<file path="src/design/dpq_pkg.sv">
// ----------------------------------------------------------------------------
// dpq_pkg
// Shared types and constants for the per-CPU deadline priority queue.
// ----------------------------------------------------------------------------
package dpq_pkg;

  localparam int NUM_CPUS_DEF = 16;
  localparam int CPU_W        = 4;
  localparam int DL_W         = 64;

  typedef struct packed {
    logic [CPU_W-1:0] cpu;
    logic [DL_W-1:0]  deadline;
    logic             valid_req;
  } in_item_t;

  typedef struct packed {
    logic [CPU_W-1:0] first_cpu;
    logic             nonempty;
  } out_item_t;

  typedef struct packed {
    logic [DL_W-1:0]  deadline;
    logic [CPU_W-1:0] cpu;
  } entry_t;

  typedef struct packed {
    logic             remove;
    logic             insert;
    logic             mode;
    logic [CPU_W-1:0] cpu;
    logic [DL_W-1:0]  deadline;
  } cell_ctrl_t;

  typedef enum logic [1:0] {
    ST_IDLE,
    ST_REMOVE,
    ST_INSERT
  } state_t;

endpackage

</file>
<file path="src/design/dpq_cell.sv">
// ----------------------------------------------------------------------------
// dpq_cell
// One queue slot: removes by CPU match (shift toward head) and inserts a new
// deadline (shift toward tail) using prefix chains from its neighbors.
// ----------------------------------------------------------------------------
module dpq_cell (
  input  logic                clk,
  input  dpq_pkg::cell_ctrl_t ctrl,
  input  logic                occ,
  input  dpq_pkg::entry_t     prev_entry,
  input  dpq_pkg::entry_t     next_entry,
  input  logic                hit_in,
  input  logic                stop_in,
  output dpq_pkg::entry_t     entry_out,
  output logic                hit_out,
  output logic                stop_out
);
  import dpq_pkg::*;

  entry_t entry_r;
  entry_t entry_nxt;
  entry_t new_entry;
  logic   match;
  logic   ahead;

  assign new_entry.deadline = ctrl.deadline;
  assign new_entry.cpu      = ctrl.cpu;

  assign match    = occ && (entry_r.cpu == ctrl.cpu);
  assign hit_out  = hit_in | match;
  assign ahead    = occ && (ctrl.mode ? (entry_r.deadline < ctrl.deadline)
                                      : (entry_r.deadline > ctrl.deadline));
  assign stop_out = stop_in | ~ahead;

  always_comb begin
    entry_nxt = entry_r;
    if (ctrl.remove && hit_out) begin
      entry_nxt = next_entry;
    end else if (ctrl.insert) begin
      if (stop_in) begin
        entry_nxt = prev_entry;
      end else if (!ahead) begin
        entry_nxt = new_entry;
      end
    end
  end

  always_ff @(posedge clk) begin
    entry_r <= entry_nxt;
  end

  assign entry_out = entry_r;

endmodule

</file>
<file path="src/design/per_cpu_deadline_priority_queue.sv">
// ----------------------------------------------------------------------------
// per_cpu_deadline_priority_queue
// Sorted chain of cells, one deadline per CPU; reports the CPU at the head.
// ----------------------------------------------------------------------------
// An accepted item passes through the remove and insert states (busy is high
//   in both); out_strobe is registered from the insert state and is high back
//   in idle. No new item is taken until the queue is back in idle, where one
//   may be taken while the previous result is shown.
// Reset (synchronous, rst_n low): queue empty, order_mode 0, idle.
// The receiver cannot stall; out_strobe is high for exactly one cycle.
module per_cpu_deadline_priority_queue #(
  parameter int NUM_CPUS = dpq_pkg::NUM_CPUS_DEF
) (
  input  logic               clk,
  input  logic               rst_n,
  input  logic               start,
  output logic               busy,
  input  dpq_pkg::in_item_t  in_item,
  output logic               out_strobe,
  output dpq_pkg::out_item_t out_item,
  input  logic               cfg_we,
  input  logic               cfg_wdata
);
  import dpq_pkg::*;

  localparam int CNT_W = $clog2(NUM_CPUS + 1);

  state_t             state_r;
  state_t             state_nxt;
  logic [CNT_W-1:0]   count_r;
  logic [CNT_W-1:0]   count_nxt;
  logic               mode_r;
  logic               out_strobe_r;
  in_item_t           item_r;
  logic               accept;
  logic               in_range;
  logic               remove_en;
  logic               insert_en;
  cell_ctrl_t         ctrl;
  entry_t             entries [NUM_CPUS];
  logic [NUM_CPUS:0]  hit_chain;
  logic [NUM_CPUS:0]  stop_chain;

  assign accept   = start && !busy;
  assign in_range = (int'(item_r.cpu) < NUM_CPUS);

  // next state
  always_comb begin
    state_nxt = state_r;
    case (state_r)
      ST_IDLE:   if (start) state_nxt = ST_REMOVE;
      ST_REMOVE: state_nxt = ST_INSERT;
      ST_INSERT: state_nxt = ST_IDLE;
      default:   state_nxt = ST_IDLE;
    endcase
  end

  // outputs
  always_comb begin
    busy      = 1'b0;
    remove_en = 1'b0;
    insert_en = 1'b0;
    case (state_r)
      ST_IDLE: begin
      end
      ST_REMOVE: begin
        busy      = 1'b1;
        remove_en = in_range;
      end
      ST_INSERT: begin
        busy      = 1'b1;
        insert_en = in_range && item_r.valid_req && (count_r < CNT_W'(NUM_CPUS));
      end
      default: begin
      end
    endcase
  end

  assign ctrl.remove   = remove_en;
  assign ctrl.insert   = insert_en;
  assign ctrl.mode     = mode_r;
  assign ctrl.cpu      = item_r.cpu;
  assign ctrl.deadline = item_r.deadline;

  assign hit_chain[0]  = 1'b0;
  assign stop_chain[0] = 1'b0;

  for (genvar i = 0; i < NUM_CPUS; i++) begin : g_cell
    entry_t prev_e;
    entry_t next_e;
    if (i == 0) begin : g_head
      assign prev_e.deadline = item_r.deadline;
      assign prev_e.cpu      = item_r.cpu;
    end else begin : g_mid
      assign prev_e = entries[i-1];
    end
    if (i == NUM_CPUS - 1) begin : g_tail
      assign next_e = entries[i];
    end else begin : g_body
      assign next_e = entries[i+1];
    end
    dpq_cell u_cell (
      .clk        (clk),
      .ctrl       (ctrl),
      .occ        (count_r > CNT_W'(i)),
      .prev_entry (prev_e),
      .next_entry (next_e),
      .hit_in     (hit_chain[i]),
      .stop_in    (stop_chain[i]),
      .entry_out  (entries[i]),
      .hit_out    (hit_chain[i+1]),
      .stop_out   (stop_chain[i+1])
    );
  end

  always_comb begin
    count_nxt = count_r;
    if (remove_en && hit_chain[NUM_CPUS]) begin
      count_nxt = count_r - CNT_W'(1);
    end else if (insert_en) begin
      count_nxt = count_r + CNT_W'(1);
    end
  end

  always_ff @(posedge clk) begin
    if (!rst_n) begin
      state_r      <= ST_IDLE;
      count_r      <= '0;
      mode_r       <= 1'b0;
      out_strobe_r <= 1'b0;
    end else begin
      state_r      <= state_nxt;
      count_r      <= count_nxt;
      out_strobe_r <= (state_r == ST_INSERT);
      if (cfg_we) begin
        mode_r <= cfg_wdata;
      end
    end
  end

  always_ff @(posedge clk) begin
    if (accept) begin
      item_r <= in_item;
    end
  end

  assign out_strobe         = out_strobe_r;
  assign out_item.nonempty  = (count_r != '0);
  assign out_item.first_cpu = (count_r != '0) ? entries[0].cpu : '0;

endmodule

</file>
<file path="config.mk">
export PLATFORM = sky130hd
export DESIGN_NAME = per_cpu_deadline_priority_queue
export DESIGN_NICKNAME = d
export VERILOG_FILES = /design/src/design/dpq_pkg.sv /design/src/design/dpq_cell.sv /design/src/design/per_cpu_deadline_priority_queue.sv
export SDC_FILE = /design/constraint.sdc
export NUM_CORES = 2
export LEC_CHECK = 0
export BUFFER_PORTS_ARGS = -buffer_cell sky130_fd_sc_hd__clkbuf_2
export CAP_MARGIN = 20
export CELL_PAD_IN_SITES_DETAIL_PLACEMENT = 2
export CELL_PAD_IN_SITES_GLOBAL_PLACEMENT = 2
export CORE_MARGIN = 2
export CORE_UTILIZATION = 46
export DETAILED_ROUTE_END_ITERATION = 8
export PLACE_DENSITY_LB_ADDON = 0.1
export SLEW_MARGIN = 10
export SYNTH_ARGS = -nofsm -noshare
export SYNTH_HDL_FRONTEND = slang
export SYNTH_HIERARCHICAL = 1
export SYNTH_SLANG_ARGS = --single-unit
</file>
<file path="constraint.sdc">
create_clock -name clk -period 30.9 [get_ports clk]
set_clock_uncertainty 0.2 [all_clocks]
set_input_delay 0 -clock clk [delete_from_list [all_inputs] [get_ports clk]]
set_output_delay 0 -clock clk [all_outputs]
set_load 0.05 [all_outputs]
</file>
==> results_dict.tcl <==
set metrics [dict create \
    clkSlewWorstSetupHoldPaths_ps 60 \
    grt_pass1_vias 79360 \
    avgViaCountPerCell 6.285 \
    grt_overflow 0 \
    clock_power_share_pct 25.9 \
    synth.avg_cell_area_um2 9.795 \
    crit_start "ctrl[60]" \
    final_common_cell "a21oi_1" \
    grt_pass1_wl_mm 515.9 \
    p_leak_uw 0.04773 \
    ant_nets 0 \
    comb_power_share_pct 35.3 \
    hold_path_end "ctrl[0]" \
    post-dp-hpwl_mm 245.5 \
    clock-sinks 1166 \
    drt_iter0_drc 4769 \
    highest_layer "met5" \
    design_area_um2 94720 \
    grt_usage_pct 36.40 \
    wl_mm 349.2 \
    yosysWarnings 6 \
    max_slew_margin_pct 19.11 \
    drive_gt1_share_pct 6.327 \
    antenna_found_initial 15 \
    reg2reg_to "g_cell[15].u_cell/entry_out[40]" \
    vias 71940 \
    die_h_um 434.2 \
    clock_path_buffers 3 \
    cts_buffers 147 \
    grt_setup_unrepaired "no" \
    path_class "reg2reg" \
    status "completed" \
    maxCapViolations 0 \
    syn_area_um2 85130 \
    die_area_um2 188500 \
    start_util_pct 46.40 \
    critPathCaptureType "register" \
    whs_path_depth 2 \
    finalHoldViolations 0 \
    slowest_stage "nor4_1" \
    post_drt_wl_per_cell_um 30.51 \
    cellPowerDensity_nw_per_um2 67.89 \
    hp-class "in2reg" \
    port_buffers 80 \
    place_congestion 0.8792 \
    clk_latency_ps 850 \
    reg2reg_from "ctrl[60]" \
    reg2reg_depth 42 \
    min_period_over_period_pct 59.88 \
    dpl-instance-area_um2 88750 \
    setup_violations 0 \
    cp.arrival_ps 18750 \
    swShare_pct 39.83 \
    cp_max_fo 52 \
    area_delta_synth_final_pct 11.27 \
    rows 157 \
    peakVddDrop_uv 52.34 \
    p_sw_uw 2561 \
    r2r_setup_slack_ps 12400 \
    pwr-share-seq_pct 38.8 \
    firstDrtPassIters 6 \
    required_ps 31140 \
    fmax_mhz 54.04 \
    grt_max_degree 104 \
    min_period_ps 18500 \
    m1WireLength_mm 140.3 \
    pin_count 81 \
    hold_start "in_item[1]" \
    core_area_um2 183500 \
    nets 9956 \
    layout_common_cells "1,442 x a21oi_1, 1,224 x nor2_1, 1,157 x edfxtp_1" \
    cts_tree "done" \
    synthCells 8691 \
    internal_power_uw 3869 \
    fin_tns_setup_ps 0 \
    cpPeakStageDelay_ps 770 \
    tightest_slew_ps 1213 \
    wl_met2_mm 169.9 \
    h-tree-depth 4 \
    dr_wl_met3_mm 17.20 \
    fp.dieW_um 434.2 \
    post-route-drc-count 0 \
    critPathLaunchType "register" \
    slew_viol_final 0 \
    postCtsSetupBuffers 0 \
    root_buffer "clkbuf_16" \
]
## per-stage QoR
| step | util, % | worst slack (ps) | total power (uW) | std cells | hold WS, ps |
|---|---|---|---|---|---|
| after CTS | 51.53 | 13010 | 6371 | 11420 | 1.595 |
| after detailed placement | 48.37 | 13160 | 4669 | 11020 | -21.11 |
| after floorplan | - | 17600 | 3814 | 8692 | -101.1 |
| final | 51.63 | 12400 | 6430 | 11450 | 59.02 |
| after global routing | 51.62 | 11990 | 6711 | 11440 | 38.80 |
| after global placement | 48.36 | 14290 | 4472 | 11010 | -23.61 |
## power groups by stage
stage / Sequential [uW] / Combinational (uW) / Clock (uW)
4_1_cts: 2490 / 2200 / 1670
2_1_floorplan: 2490 / 1330 / 0
3_5_place_dp: 2520 / 2150 / 0
5_1_grt: 2520 / 2460 / 1730
3_3_place_gp: 2510 / 1960 / 0
6_report: 2500 / 2270 / 1660
## repair_timing
item	4_1_cts	5_1_grt
hold buffers	144	0
hold endpoints to repair	147	0
resized for setup	0	0
## metal layers
layer,up-vias,GRT usage (%)
met1,37470,43.85
met5,-,0
met2,2052,62.25
met3,686,4.699
met4,8,21.28
li1,31720,-
## sequential cells by signal (all words and copies together) (netlist names)
name                     count
g_cell.u_cell/entry_out   1088
ctrl                        68
count_r                      5
state_r                      2
item_r                       1
mode_r                       1
out_strobe                   1
## critical path, delay by kind of cell (launching register included)
kind / cells / cell delay [ps]
AO/OA/AOI/OAI: 2 / 460
adder cells (fa/ha/maj): 1 / 320
buffers and inverters: 3 / 960
flip-flops: 1 / 340
multiplexers: 1 / 230
AND/OR/NAND/NOR: 35 / 15400
## worst max path at each step
| stage | endpoint | cells after the start |
|---|---|---|
| finish | g_cell[15].u_cell/entry_out[40] | 42 |
| global route | g_cell[15].u_cell/entry_out[16] | 42 |
| CTS | g_cell[15].u_cell/entry_out[20] | 42 |
| detailed placement | g_cell[15].u_cell/entry_out[21] | 42 |
| global placement | g_cell[15].u_cell/entry_out[48] | 42 |
| floorplan | g_cell[15].u_cell/entry_out[0] | 55 |
## layout make-up
cell class,count,area [um^2]
Antenna cell,22,55.05
Clock buffer,189,3910
Clock inverter,71,435.4
Fill cell,18970,88760
Inverter,1047,3930
Multi-Input combinational cell,6108,45280
Sequential cell,1166,34920
Tap cell,2464,3083
Timing Repair Buffer,380,3098
No activity file was read; power rests on OpenSTA's default activity.
